--- src/rtl/decorated_path_crc32_assert.svh ---
// assertion macros for the rtl file that checks itself
`ifndef DECORATED_PATH_CRC32_ASSERT_SVH
`define DECORATED_PATH_CRC32_ASSERT_SVH

// checked outside reset only
`define DPC_ASSERT(lbl, prop, msg) \
  lbl: assert property (@(posedge clk) disable iff (rst) prop) else $error(msg);

// checked at every edge, reset included
`define DPC_ASSERT_ALWAYS(lbl, prop, msg) \
  lbl: assert property (@(posedge clk) prop) else $error(msg);

`endif

--- src/rtl/dpc_pkg.sv ---
// ----------------------------------------------------------------------------
// dpc_pkg
// shared constants, types and the crc-32 byte update for the path hash
// ----------------------------------------------------------------------------
`default_nettype none

package dpc_pkg;

  localparam logic [31:0] CRC_POLY      = 32'hEDB88320;
  localparam logic [31:0] LOW_BYTE_MASK = 32'h000000FF;
  localparam logic [7:0]  CH_NUL        = 8'h00;
  localparam logic [7:0]  CH_HASH       = 8'h23;
  localparam logic [7:0]  CH_SLASH      = 8'h2F;
  localparam logic [7:0]  CH_BSLASH     = 8'h5C;
  localparam logic [1:0]  LA_EMPTY      = 2'd0;
  localparam logic [1:0]  LA_FULL       = 2'd2;

  typedef struct packed {
    logic [31:0] crc;
    logic        esc;
    logic        term;
  } hash_state_t;

  typedef struct packed {
    logic [7:0]  data;
    logic        present;
    logic        first;
    logic        last;
    logic [31:0] seed;
  } item_t;

  // reflected crc-32 update by one byte
  function automatic logic [31:0] crc_byte(input logic [31:0] crc, input logic [7:0] c);
    logic [31:0] v;
    v = (crc & LOW_BYTE_MASK) ^ {24'd0, c};
    for (int k = 0; k < 8; k++) begin
      v = (v >> 1) ^ (v[0] ? CRC_POLY : 32'd0);
    end
    return (crc >> 8) ^ v;
  endfunction

endpackage

`default_nettype wire

--- src/rtl/dpc_hash_step.sv ---
// ----------------------------------------------------------------------------
// dpc_hash_step
// applies one path byte to the hash state: end mark, escape, slash skip, reload
// ----------------------------------------------------------------------------
`default_nettype none

module dpc_hash_step (
  input  wire logic                 en,
  input  wire logic [7:0]           data,
  input  wire logic                 reload,
  input  wire logic [31:0]          inv_seed,
  input  wire dpc_pkg::hash_state_t st_in,
  output dpc_pkg::hash_state_t      st_out
);

  always_comb begin
    st_out = st_in;
    if (en && !st_in.term) begin
      if (data == dpc_pkg::CH_NUL) begin
        st_out.term = 1'b1;
      end else if (data == dpc_pkg::CH_BSLASH && !st_in.esc) begin
        st_out.esc = 1'b1;
      end else if (data == dpc_pkg::CH_SLASH && !st_in.esc) begin
        st_out = st_in;
      end else begin
        // only a '#' with two more '#' behind it restarts from the seed
        st_out.crc = dpc_pkg::crc_byte(
          (reload && data == dpc_pkg::CH_HASH) ? inv_seed : st_in.crc, data);
        st_out.esc = 1'b0;
      end
    end
  end

endmodule

`default_nettype wire

--- src/rtl/dpc_core.sv ---
// ----------------------------------------------------------------------------
// dpc_core
// hash state, two-byte lookahead and the chained byte updates for one beat
// ----------------------------------------------------------------------------
`default_nettype none

module dpc_core (
  input  wire logic           clk,
  input  wire logic           rst,
  input  wire logic           fire,
  input  wire dpc_pkg::item_t item,
  output logic [31:0]         hash
);

  dpc_pkg::hash_state_t state;
  logic [31:0]          inv_seed;
  logic [7:0]           la_old;
  logic [7:0]           la_new;
  logic [1:0]           la_count;

  dpc_pkg::hash_state_t st0, st1, st2, st3;
  logic [31:0]          inv0;
  logic [31:0]          seed_eff;
  logic [1:0]           cnt0;
  logic [1:0]           cnt1;
  logic [7:0]           old1, new1;
  logic                 en1, en2, en3;
  logic                 rl1;
  logic [1:0]           la_count_next;

  always_comb begin
    st0  = state;
    inv0 = inv_seed;
    cnt0 = la_count;
    seed_eff = item.seed;
    if (item.first) begin
      if (item.present && item.data == dpc_pkg::CH_SLASH) begin
        seed_eff = 32'd0;
      end
      inv0      = ~seed_eff;
      st0.crc   = ~seed_eff;
      st0.esc   = 1'b0;
      st0.term  = 1'b0;
      cnt0      = dpc_pkg::LA_EMPTY;
    end

    // a full lookahead pushes out its oldest byte
    en1  = item.present && cnt0 == dpc_pkg::LA_FULL;
    rl1  = la_new == dpc_pkg::CH_HASH && item.data == dpc_pkg::CH_HASH;
    old1 = la_old;
    new1 = la_new;
    cnt1 = cnt0;
    if (item.present) begin
      if (cnt0 == dpc_pkg::LA_FULL) begin
        old1 = la_new;
        new1 = item.data;
      end else begin
        if (cnt0[0]) begin
          new1 = item.data;
        end else begin
          old1 = item.data;
        end
        cnt1 = cnt0 + 2'd1;
      end
    end

    // end of string drains what is queued
    en2 = item.last && cnt1 != dpc_pkg::LA_EMPTY;
    en3 = item.last && cnt1 == dpc_pkg::LA_FULL;
    la_count_next = item.last ? dpc_pkg::LA_EMPTY : cnt1;
  end

  dpc_hash_step u_step1 (
    .en(en1), .data(la_old), .reload(rl1), .inv_seed(inv0), .st_in(st0), .st_out(st1)
  );

  // bytes past the end never count as '#', so the drain never reloads
  dpc_hash_step u_step2 (
    .en(en2), .data(old1), .reload(1'b0), .inv_seed(inv0), .st_in(st1), .st_out(st2)
  );

  dpc_hash_step u_step3 (
    .en(en3), .data(new1), .reload(1'b0), .inv_seed(inv0), .st_in(st2), .st_out(st3)
  );

  assign hash = ~st3.crc;

  always_ff @(posedge clk) begin
    if (rst) begin
      state    <= '0;
      inv_seed <= 32'd0;
      la_old   <= 8'd0;
      la_new   <= 8'd0;
      la_count <= dpc_pkg::LA_EMPTY;
    end else if (fire) begin
      state    <= st3;
      inv_seed <= inv0;
      la_old   <= old1;
      la_new   <= new1;
      la_count <= la_count_next;
    end
  end

endmodule

`default_nettype wire

--- src/rtl/decorated_path_crc32.sv ---
// ----------------------------------------------------------------------------
// decorated_path_crc32
// crc-32 of a decorated path string, one byte per beat, hash on the last beat
// ----------------------------------------------------------------------------
//   channel | handshake            | payload
//   input   | in_valid / in_ready  | data_byte, byte_present, first_byte,
//           |                      | last_byte, start_seed
//   output  | out_valid / out_ready| path_hash
//
// one beat per cycle unless a waiting result stalls a last beat; a last beat's hash lands in path_hash.
// the per-beat path is the input register, then up to three chained byte
// updates in dpc_core, then the hash state and result registers.
// reset clears the hash state, lookahead and both valid flags; no clearing pass.
// a held result stalls only a last beat in the input register; other beats
// keep flowing while the result waits.
// ----------------------------------------------------------------------------
`default_nettype none

module decorated_path_crc32 (
  input  wire logic        clk,
  input  wire logic        rst,
  input  wire logic        in_valid,
  output logic             in_ready,
  input  wire logic [7:0]  data_byte,
  input  wire logic        byte_present,
  input  wire logic        first_byte,
  input  wire logic        last_byte,
  input  wire logic [31:0] start_seed,
  output logic             out_valid,
  input  wire logic        out_ready,
  output logic [31:0]      path_hash
);

  dpc_pkg::item_t in_item;
  logic           in_full;
  logic           advance;
  logic [31:0]    core_hash;

  assign advance  = in_full && (!in_item.last || !out_valid || out_ready);
  assign in_ready = !in_full || advance;

  always_ff @(posedge clk) begin
    if (rst) begin
      in_full <= 1'b0;
    end else if (in_valid && in_ready) begin
      in_full <= 1'b1;
    end else if (advance) begin
      in_full <= 1'b0;
    end
  end

  always_ff @(posedge clk) begin
    if (in_valid && in_ready) begin
      in_item.data    <= data_byte;
      in_item.present <= byte_present;
      in_item.first   <= first_byte;
      in_item.last    <= last_byte;
      in_item.seed    <= start_seed;
    end
  end

  dpc_core u_core (
    .clk(clk), .rst(rst), .fire(advance), .item(in_item), .hash(core_hash)
  );

  always_ff @(posedge clk) begin
    if (rst) begin
      out_valid <= 1'b0;
    end else if (advance && in_item.last) begin
      out_valid <= 1'b1;
    end else if (out_ready) begin
      out_valid <= 1'b0;
    end
  end

  always_ff @(posedge clk) begin
    if (advance && in_item.last) begin
      path_hash <= core_hash;
    end
  end

`include "decorated_path_crc32_assert.svh"

  // a last beat never overwrites a result still waiting
  `DPC_ASSERT(a_no_overwrite, (advance && in_item.last) |-> (!out_valid || out_ready), "result overwritten")
  // a fresh result only follows a last beat leaving the input register
  `DPC_ASSERT(a_result_src, $rose(out_valid) |-> $past(advance && in_item.last), "result without last beat")
  // back-pressure only with a held beat
  `DPC_ASSERT(a_ready_low, !in_ready |-> (in_full && in_item.last && out_valid), "spurious stall")
  `DPC_ASSERT_ALWAYS(a_reset_idle, (!rst && $past(rst)) |-> (!out_valid && !in_full), "not idle after reset")

endmodule

`default_nettype wire
--- config.mk ---
export PLATFORM = sky130hd
export DESIGN_NAME = decorated_path_crc32
export DESIGN_NICKNAME = d
export VERILOG_FILES = /design/src/rtl/dpc_pkg.sv /design/src/rtl/dpc_hash_step.sv /design/src/rtl/dpc_core.sv /design/src/rtl/decorated_path_crc32.sv
export VERILOG_INCLUDE_DIRS = /design/src /design/src/rtl
export SDC_FILE = /design/constraint.sdc
export NUM_CORES = 1
export LEC_CHECK = 0
export BUFFER_PORTS_ARGS = -buffer_cell sky130_fd_sc_hd__buf_2
export CAP_MARGIN = 20
export CORE_AREA = 2 2 210 212
export DETAILED_ROUTE_END_ITERATION = 10
export DIE_AREA = 0 0 212 214
export REMOVE_ABC_BUFFERS = 1
export SLEW_MARGIN = 20
export SYNTH_ARGS = -nofsm -noshare
export SYNTH_HDL_FRONTEND = slang
export SYNTH_SLANG_ARGS = --single-unit
export TNS_END_PERCENT = 5
--- constraint.sdc ---
create_clock -name clk -period 7.6 [get_ports clk]
set_input_delay 0.76 -clock clk [delete_from_list [all_inputs] [get_ports clk]]
set_output_delay 0.76 -clock clk [all_outputs]
set_load 0.01 [all_outputs]
# After elaboration in Yosys (flattened, before gate mapping)
# Index checks and enable logic that the tools add are counted.
[totals]
regBits = 161
latch_bits = 0
mem_bits_rw = 0
mem_bits_ro = 0
mem_count = 0
[op_classes]
add_sub_neg = 1
mul = 0
div_mod_pow = 0
n_lt_le_gt_ge = 0
eq_ne = 12
shifts = 0
muxes = 61
bitwise_logic = 32
n_reduce_logical = 36
[ops]
columns = ["operator", "count"]
rows = [
  ["32-bit 2-to-1 mux", 31],
  ["31-bit by 32-bit bitwise XOR with 32-bit output", 21],
  ["33-bit 2-to-1 mux", 6],
  ["34-bit 2-to-1 mux", 4],
  ["24-bit by 32-bit bitwise XOR with 32-bit output", 3],
  ["7-bit by 32-bit bitwise XOR with 32-bit output", 3],
  ["32-bit NOT", 2],
  ["8-bit by 6-bit equality test with 1-bit output (second input constant)", 7],
  ["8-bit 2-to-1 mux", 6],
  ["8-bit by 7-bit equality test with 1-bit output (second input constant)", 3],
  ["8-bit zero test", 3],
  ["8-bit bitwise XOR", 3],
  ["1-bit logical AND", 18],
  ["1-bit 2-to-1 mux", 10],
  ["1-bit zero test", 9],
  ["2-bit 2-to-1 mux", 4],
  ["2-bit nonzero test", 3],
  ["2-bit equality test (second input constant)", 2],
  ["1-bit logical OR", 3],
  ["2-bit by 1-bit adder with 2-bit output (second input constant)", 1],
]

# Logic depth before layout (Yosys ltp)
# Gate-level depths: netlist (run 1).
[depth]
word_depth = 74
mapped_depth = 29

# By module
# A second synthesis (run 1) with hierarchy kept.
[unflattened]
cells_unflattened = 1319
area_unflattened_um2 = 11788.8
[by_module_without_submodules]
columns = ["module", "n_inst", "cells_per_inst", "area_per_inst_um2", "seq_area_each_um2"]
rows = [
  ["dpc_hash_step", 3, 215, 1667.8, 0.0],
  ["dpc_core", 1, 587, 4429.2, 1681.6],
  ["decorated_path_crc32", 1, 87, 2356.0, 2292.2],
]

# Worst setup path before layout (run 1)
# OpenSTA, ideal clock, no wires.
[synth_timing]
path_type = "register -> register"
from = "reg in_item[33] (netlist name)"
to = "reg path_hash[3], data pin"
t_arrival_ns = 6.736
required_ns = 7.341
setup_slack_ns = 0.605
stages_incl_launch_ff = 27
path_buffers = 10
period_less_slack_ns = 6.995
cell_sequence = "edfxtp_1 -> clkbuf_1 -> buf_1 -> clkbuf_1 -> clkbuf_1 -> clkbuf_1 -> clkbuf_1 -> clkbuf_1 -> clkbuf_1 -> nor2b_1 -> ha_1 -> clkbuf_1 -> nand3b_1 -> a221o_1 -> clkbuf_1 -> o21ai_0 -> nand3_1 -> o21ai_0 -> nor4_4 -> xor2_2 -> xnor3_1 -> mux2i_4 -> xnor2_4 -> xor3_1 -> xnor2_1 -> nor2_1 -> or2_1"
[synth_via]
elab_chain_len = 49
[synth_lines]
columns = ["item", "line", "rtl"]
rows = [
  ["start, declared", "decorated_path_crc32.sv:34", "dpc_pkg::item_t in_item;"],
  ["34-bit 2-to-1 mux / 32-bit 2-to-1 mux (equally long branches)", "dpc_core.sv:36", "if (item.first) begin"],
  ["32-bit 2-to-1 mux", "dpc_hash_step.sv:28", "(reload && data == dpc_pkg::CH_HASH) ? inv_seed : st_in.crc, data);"],
  ["8-bit bitwise XOR", "dpc_pkg.sv:35", "v = (crc & LOW_BYTE_MASK) ^ {24'd0, c};"],
  ["32-bit 2-to-1 mux / 7-bit by 32-bit bitwise XOR with 32-bit output (equally long branches)", "dpc_pkg.sv:37", "v = (v >> 1) ^ (v[0] ? CRC_POLY : 32'd0);"],
  ["7-bit by 32-bit bitwise XOR with 32-bit output / 31-bit by 32-bit bitwise XOR with 32-bit output (equally long branches)", "dpc_pkg.sv:37", ""],
  ["31-bit by 32-bit bitwise XOR with 32-bit output", "dpc_pkg.sv:37", ""],
  ["31-bit by 32-bit bitwise XOR with 32-bit output / 32-bit 2-to-1 mux (equally long branches)", "dpc_pkg.sv:37", ""],
  ["31-bit by 32-bit bitwise XOR with 32-bit output (3 in series)", "dpc_pkg.sv:37", ""],
  ["[... 30 more ...]", "-", ""],
  ["31-bit by 32-bit bitwise XOR with 32-bit output (3 in series)", "dpc_pkg.sv:37", ""],
  ["24-bit by 32-bit bitwise XOR with 32-bit output", "dpc_pkg.sv:39", "return (crc >> 8) ^ v;"],
  ["33-bit 2-to-1 mux", "dpc_hash_step.sv:23", "end else if (data == dpc_pkg::CH_SLASH && !st_in.esc) begin"],
  ["32-bit 2-to-1 mux", "dpc_hash_step.sv:21", "end else if (data == dpc_pkg::CH_BSLASH && !st_in.esc) begin"],
  ["33-bit 2-to-1 mux", "dpc_hash_step.sv:19", "if (data == dpc_pkg::CH_NUL) begin"],
  ["34-bit 2-to-1 mux (*)", "dpc_hash_step.sv:18", "if (en && !st_in.term) begin"],
  ["32-bit NOT (*)", "dpc_core.sv:86", "assign hash = ~st3.crc;"],
  ["via core_hash[3]", "decorated_path_crc32.sv:37", "logic [31:0] core_hash;"],
  ["end signal, assigned", "decorated_path_crc32.sv:78", "path_hash <= core_hash;"],
  ["end, declared", "decorated_path_crc32.sv:31", "output logic [31:0] path_hash"],
]
# Mark *: on every way through the listed nets, which the timed path passes. The rest lies on a longest branch.
# A chain may end at the register's enable or synchronous reset.

# Worst setup path after layout (run 1)
[layout_timing]
from = "reg in_item[38] (netlist name)"
to = "reg u_core.state[7] (netlist name)"
[layout_via]
elab_chain_len = 53
[layout_lines]
columns = ["item", "line", "rtl"]
rows = [
  ["8-bit by 6-bit equality test with 1-bit output", "dpc_core.sv:37", "if (item.present && item.data == dpc_pkg::CH_SLASH) begin"],
  ["1-bit logical AND", "dpc_core.sv:37", ""],
  ["32-bit 2-to-1 mux", "dpc_core.sv:37", ""],
  ["32-bit 2-to-1 mux", "dpc_core.sv:36", ""],
  ["32-bit NOT", "dpc_core.sv:40, dpc_core.sv:41", ""],
  ["34-bit 2-to-1 mux / 32-bit 2-to-1 mux (equally long branches)", "dpc_core.sv:36", ""],
  ["32-bit 2-to-1 mux", "dpc_hash_step.sv:28", ""],
  ["8-bit bitwise XOR", "dpc_pkg.sv:35", ""],
  ["[... 36 more ...]", "-", ""],
  ["31-bit by 32-bit bitwise XOR with 32-bit output (2 in series)", "dpc_pkg.sv:37", ""],
  ["31-bit by 32-bit bitwise XOR with 32-bit output / 32-bit 2-to-1 mux (equally long branches)", "dpc_pkg.sv:37", ""],
  ["31-bit by 32-bit bitwise XOR with 32-bit output", "dpc_pkg.sv:37", ""],
  ["24-bit by 32-bit bitwise XOR with 32-bit output", "dpc_pkg.sv:39", ""],
  ["33-bit 2-to-1 mux", "dpc_hash_step.sv:23", ""],
  ["32-bit 2-to-1 mux", "dpc_hash_step.sv:21", ""],
  ["33-bit 2-to-1 mux", "dpc_hash_step.sv:19", ""],
  ["34-bit 2-to-1 mux (*)", "dpc_hash_step.sv:18", ""],
  ["end signal, assigned", "dpc_core.sv:96", "state <= st3;"],
  ["end, declared", "dpc_core.sv:15", "dpc_pkg::hash_state_t state;"],
]
# Mark *: on every way between the ends. The rest lies on a longest branch, timed or not. The select of a mux whose other input is x is not followed.

==> out/metrics.csv, run 1 <==
metric;value;unit
status;finished clean;
antenna_found_initial;1;
ys_seq_area_share;36.0;%
worst_slew_pin_slew;1.07;ns
rows;76;
final_layout_size_suffix_gt1_share;16.3;%
worstHoldEndpoint;u_core.inv_seed[6]$_SDFFE_PP0P_;
clk_path_buf_depth;2;
period_share;93.4;%
ir_drop;0.140;mV
place_hpwl;27400;um
p_per_area;257;nW/um^2
slew_headroom;26.4;%
io_buffers;80;
synth_top_area_share;20.4;%
drc;0;
fmax;141;MHz
synth_commonest_cells;115 x nor2_1, 104 x xnor2_1, 103 x o21ai_0;
cts_hold_buf;0;
cts_tree;built;
die_area;45400;sq um
cts.sinks;161;
crit_fanout;9;
clkLatencyLatePin;0.45;ns
rsz0062_at_grt;no;
hold_viol;0;
power;3.25;mW
ant_nets;0;
startpoint_type;flip-flop;
hold_path.class;reg -> reg;
hp-start;in_item[6]$_DFFE_PP_;
fp.dieW;212;um
root_buffer;clkbuf_16;
end_kind;flip-flop;
overflow;0;
maxSlewViolCount;0;
worst_clock_skew;0.0137;ns
critical_path_class;reg -> reg;
drt_first_pass_iters;10;
reg2reg_depth;17;
cts_made_buffers;17;
coreArea;42900;sq um
hold_depth;1;
async_flop_share;0;%
regToRegSetupSlack;0.50;ns
synth-seq-cells;161;
grt_pass1_wl;57300;um
syn_inst;1188;
reg2reg_to;u_core.state[7]$_SDFFE_PP0P_;
wl;37800;um
synth_warnings;0;
min_period;7.10;ns
vias_per_cell;4.99;
synthFlopType;dfxtp_1;
critPathRequiredTime;7.90;ns
grt_pass1_vias;8900;
synth_top_area_cell;edfxtp_1;
p_leak;4.74;nW
gp_congestion;0.918;
n_antenna_cell;0;
crit_arrival;7.40;ns
die_h;214;um
netlist_top_cells_area;edfxtp_1 20%, dfxtp_1 16%, xnor2_1 8.2%, o21ai_0 4.7%, xnor3_1 4.3%;
synth_cell_types;88;
io_pins;81;
grt_use_total;16.7;%
reg2reg_from;in_item[38]$_DFFE_PP_;
start_util;25.8;%
wl_per_cell;20.6;um
syn-mean-instance-area;9.30;sq um
num_vias;9157;
fill_cells;4510;
tns;0;ns
synthToLayoutAreaGrowth;14.8;%
clk_pin_slew;0.08;ns
drt-initial-drc-count;874;
finalSetupViolCount;0;
netlist_area;11000;sq um
htreeDepth;4;
grt_max_degree;70;
nNetsFinal;1285;
yosysMostFrequentCell;nor2_1;
max_cap_violations;0;
synth_edf_count;75;
postCtsResizedCells;0;
cts_setup_buffers;0;
startpoint;in_item[38]$_DFFE_PP_;
-- how the worst max path moves through the flow --
stage                                    to  slack (ns)  depth (start not counted)
2_1_floorplan       path_hash[19]$_DFFE_PP_       -1.83                         18
3_3_place_gp   u_core.state[7]$_SDFFE_PP0P_        0.69                         16
3_5_place_dp   u_core.state[7]$_SDFFE_PP0P_        0.64                         17
4_1_cts        u_core.state[7]$_SDFFE_PP0P_        0.57                         17
5_1_grt        u_core.state[6]$_SDFFE_PP0P_        0.22                         17
6_report       u_core.state[7]$_SDFFE_PP0P_        0.50                         17
-- report_power, final --
group          switching [mW]  total [mW]  internal [mW]
clock                   0.407       0.839          0.432
sequential             0.0428        1.01          0.971
combinational           0.775        1.40          0.626
total                    1.23        3.25           2.03
-- layout by cell type (no fill, tap or decap), types with 13 or more instances in the layout --
cell type	synthesis	layout
a211oi_1	20	20
a21oi_1	67	66
a311oi_1	26	26
a31oi_1	16	15
and2_1	14	13
and3_1	21	20
buf_2	7	80
buf_4	1	32
clkbuf_16	0	17
dfxtp_1	86	86
edfxtp_1	75	75
mux2i_1	26	26
nand2_1	94	94
nand3_1	41	41
nor2_1	115	114
nor3_1	13	13
o211ai_1	24	24
o21ai_0	103	103
xnor2_1	104	104
xnor3_1	21	21
xor2_1	50	50
-- per-stage QoR --
step / utilization, % / instance area (sq um) / worst slack (ns) / cells / hold slack, ns
finish: 29.6 / 12700 / 0.500 / 1834 / 0.460
global route: 29.6 / 12700 / 0.222 / 1834 / 0.470
CTS: 29.6 / 12700 / 0.575 / 1834 / 0.460
detailed placement: 28.3 / 12100 / 0.642 / 1802 / 0.459
global placement: 28.3 / 12100 / 0.694 / 1802 / 0.435
floorplan: - / 10700 / -1.83 / 1105 / 0.418
-- logic make-up (layout without fill, tap and decap cells) --
logic type               after synthesis  count (layout)  synth area share [%]
AND/OR/NAND/NOR                      364             364                  16.2
AO/OA/AOI/OAI                        330             330                  19.6
XOR/XNOR                             197             197                  20.8
flip-flops                           161             161                  36.0
buffers and inverters                 95             156                  3.41
multiplexers                          39              39                  3.78
adder cells (fa/ha/maj)                2               2                 0.227
-- per-layer routing --
layer,global-route usage [%],share of wire [%],vias up
met3,2.61,5.4,32
met5,0,0,-
li1,-,-,4410
met1,23.8,48,4436
met4,4.41,1.5,0
met2,26.2,46,279
-- layout make-up --
class | count | area (sq um) | area share [%]
multi-input cells | 932 | 6740 | 53.2
repair buffers | 112 | 641 | 5.05
clock inverters | 13 | 104 | 0.819
clock buffers | 19 | 443 | 3.49
well taps | 585 | 732 | 5.77
flip-flops and latches | 161 | 3970 | 31.3
inverters | 12 | 45.0 | 0.355
-- flip-flops by register name (all words and copies together), names as in the netlist --
register / cells
in_full: 1
path_hash: 32
u_core.inv_seed: 32
u_core.la_old: 8
out_valid: 1
u_core.la_count: 2
u_core.la_new: 8
in_item: 43
u_core.state: 34
-- worst max-delay path: stages (launching register included) --
cell and delay, ns:
edfxtp_1 0.46, or4b_1 0.53, nor4bb_1 0.69, buf_4 0.30, and3_1 0.16, a211oi_1 0.07
xnor2_1 0.84, xor3_1 0.58, o21ai_2 0.25, xor2_4 0.39, xor2_1 0.37, nor2_1 0.09
a2111o_1 0.45, or2_1 0.39, xor2_4 0.39, xor3_1 0.50, o21ai_1 0.38, a21oi_1 0.12
Note: power is estimated with default switching activity, not from simulation.
==> run 2: changes to the inputs <==
Settings changed: CELL_PAD_IN_SITES_DETAIL_PLACEMENT set to 1, CELL_PAD_IN_SITES_GLOBAL_PLACEMENT set to 1, PLACE_DENSITY_LB_ADDON set to 0.1.
==> run 2 against run 1 <==
Compared with the run above:
- via count rose by 0.25%
- critical path type unchanged
- sequential cell count did not move
- die area did not move
- first-iteration DRC count fell by 38%
- clock skew fell by 0.0017 ns
- critical endpoint is now u_core.state[6]$_SDFFE_PP0P_
==> out/metrics.csv, run 2 (synthesis results as in run 1) <==
metric;value;unit;change
status;finished clean;;
cts_setup_buffers;0;;unchanged
period_share;90.4;%;-3.0 points
placed_cells;1805;;+0.17%
wl;42300;um;+12%
worst_slew_pin_slew;1.13;ns;+0.0515 ns
htreeDepth;4;;unchanged
io_buffers;80;;unchanged
clk_pin_slew;0.07;ns;about the same
hold_path.class;in -> reg;;
final_cell_mix;114 x nor2_1, 104 x xnor2_1, 103 x o21ai_0, 93 x nand2_1, 86 x dfxtp_1;;
vias_per_cell;4.99;;about the same
coreArea;42900;sq um;unchanged
synthToLayoutAreaGrowth;15.9;%;
maxSlewViolCount;0;;unchanged
die_h;214;um;unchanged
antenna_found_initial;1;;unchanged
cp.depth;16;;-1
whs;0.458;ns;-0.00201 ns
p_per_area;262;nW/um^2;+2.0%
cts_hold_buf;0;;unchanged
wl_met3;971;um;-53%
cp_common_cell;xor2_1;;
clk_path_buf_depth;2;;unchanged
grt_use_total;19.0;%;+2.3 points
num_vias;9180;;+0.25%
drt_first_pass_iters;5;;-5
fp.dieW;212;um;unchanged
fmax;146;MHz;+3.3%
finalSetupViolCount;0;;unchanged
wl_per_cell;23.0;um;+11%
critPathCapture;u_core.state[6]$_SDFFE_PP0P_;;
cts_made_buffers;17;;unchanged
rows;76;;unchanged
critical_path_class;reg -> reg;;
wl_met1;22000;um;+22%
placed_area;12200;sq um;+0.36%
startpoint_type;flip-flop;;
overflow;0;;unchanged
critical_path.cell_chain;nand3_1 > or3_2 > and3_1 > a221oi_2 > and2_1 > xnor3_1 > xor2_1 > o311ai_4 > xnor3_1 > mux2i_1 > xor2_1 > xnor2_1 > xor2_1 > xnor2_1 > a21oi_1 > a21oi_1;;
cts_tree;built;;
crit_path_max_incr_delay;0.82;ns;-0.02 ns
die_area;45400;sq um;unchanged
reg2reg_depth;16;;-1
start_util;25.8;%;unchanged
cts.sinks;161;;unchanged
ir_drop;0.194;mV;+39%
stdcell_count;1839;;+0.27%
final_common_cell;nor2_1;;
final_layout_size_suffix_gt1_share;16.5;%;+0.28 points
worst_clock_skew;0.0120;ns;-0.00171 ns
slew_headroom;24.5;%;-1.8 points
grt_pass1_vias;9281;;+4.3%
crit_family;XOR/XNOR gates;;
regToRegSetupSlack;0.73;ns;+0.23 ns
worst_path_max_delay_cell;edfxtp_1;;
drc;0;;unchanged
max_cap_violations;0;;unchanged
largest_reg_flops;43;;unchanged
end_kind;flip-flop;;
crit_fanout;22;;+13
crit_arrival;7.20;ns;-0.20 ns
place_hpwl;32300;um;+18%
grt_max_degree;64;;-8.6%
largest-register;in_item;;
grt_pass1_wl;63200;um;+10%
drt-initial-drc-count;541;;-38%
startpoint;in_item[34]$_DFFE_PP_;;
clkLatencyLatePin;0.47;ns;+0.02 ns
root_buffer;clkbuf_16;;
nNetsFinal;1288;;+0.23%
reg2reg_from;in_item[34]$_DFFE_PP_;;
hold_viol;0;;unchanged
postCtsResizedCells;0;;unchanged
ant_nets;0;;unchanged
reg2reg_to;u_core.state[6]$_SDFFE_PP0P_;;
regArea;3970;sq um;unchanged
final_core_util;29.8;%;+0.29 points
final_area;12800;sq um;+0.99%
multi_input_area;6750;sq um;+0.13%
min_period;6.87;ns;-0.228 ns
critPathRequiredTime;7.93;ns;+0.03 ns
met2_wirelength;18600;um;+8.1%
p_leak;4.79;nW;+1.1%
reg_top3;in_item (43), u_core.state (34);;
rsz0062_at_grt;no;;
fill_cells;4942;;+9.6%
top_layer;met4;;
gp_congestion;0.838;;-8.7%
io_pins;81;;unchanged
cp_num_buf_inv;0;;-1
run 2: through the flow:
stage	power [mW]	setup TNS, ns	worst slack, ns
after floorplan	2.04	-77.81	-1.83
after global placement	2.42	0	0.834
after detailed placement	2.43	0	0.790
after CTS	3.40	0	0.754
after global routing	3.53	0	0.371
final	3.35	0	0.728
run 2: final cells by class:
cell class | count | area share (%)
multi-input cells | 932 | 52.7
flip-flops and latches | 161 | 31.0
well taps | 585 | 5.72
repair buffers | 115 | 5.28
clock buffers | 22 | 3.63
clock inverters | 10 | 1.24
inverters | 12 | 0.352
diodes | 2 | 0.0391
run 2: worst min-delay path by stage:
stage                                       end  cells after the start             startpoint  slack, ns
2_1_floorplan   u_core.inv_seed[0]$_SDFFE_PP0P_                      1   in_item[0]$_DFFE_PP_       0.42
3_3_place_gp   u_core.inv_seed[13]$_SDFFE_PP0P_                      1  in_item[13]$_DFFE_PP_       0.45
3_5_place_dp   u_core.inv_seed[19]$_SDFFE_PP0P_                      1  in_item[19]$_DFFE_PP_       0.46
4_1_cts                   in_item[19]$_DFFE_PP_                      1         start_seed[19]       0.43
5_1_grt                    in_item[0]$_DFFE_PP_                      1          start_seed[0]       0.44
6_report                   in_item[1]$_DFFE_PP_                      1          start_seed[1]       0.46
run 2: where the power goes:
part           switching (mW)  total, mW  internal (mW)
Sequential             0.0550       1.03          0.971
Clock                   0.382      0.947          0.565
Combinational           0.753       1.38          0.627
run 2: metal layers:
| layer | global-route usage, % | up-vias |
|---|---|---|
| met5 | 0 | - |
| met4 | 5.77 | 0 |
| met3 | 2.45 | 24 |
| met2 | 28.7 | 127 |
| met1 | 28.1 | 4609 |
| li1 | - | 4420 |
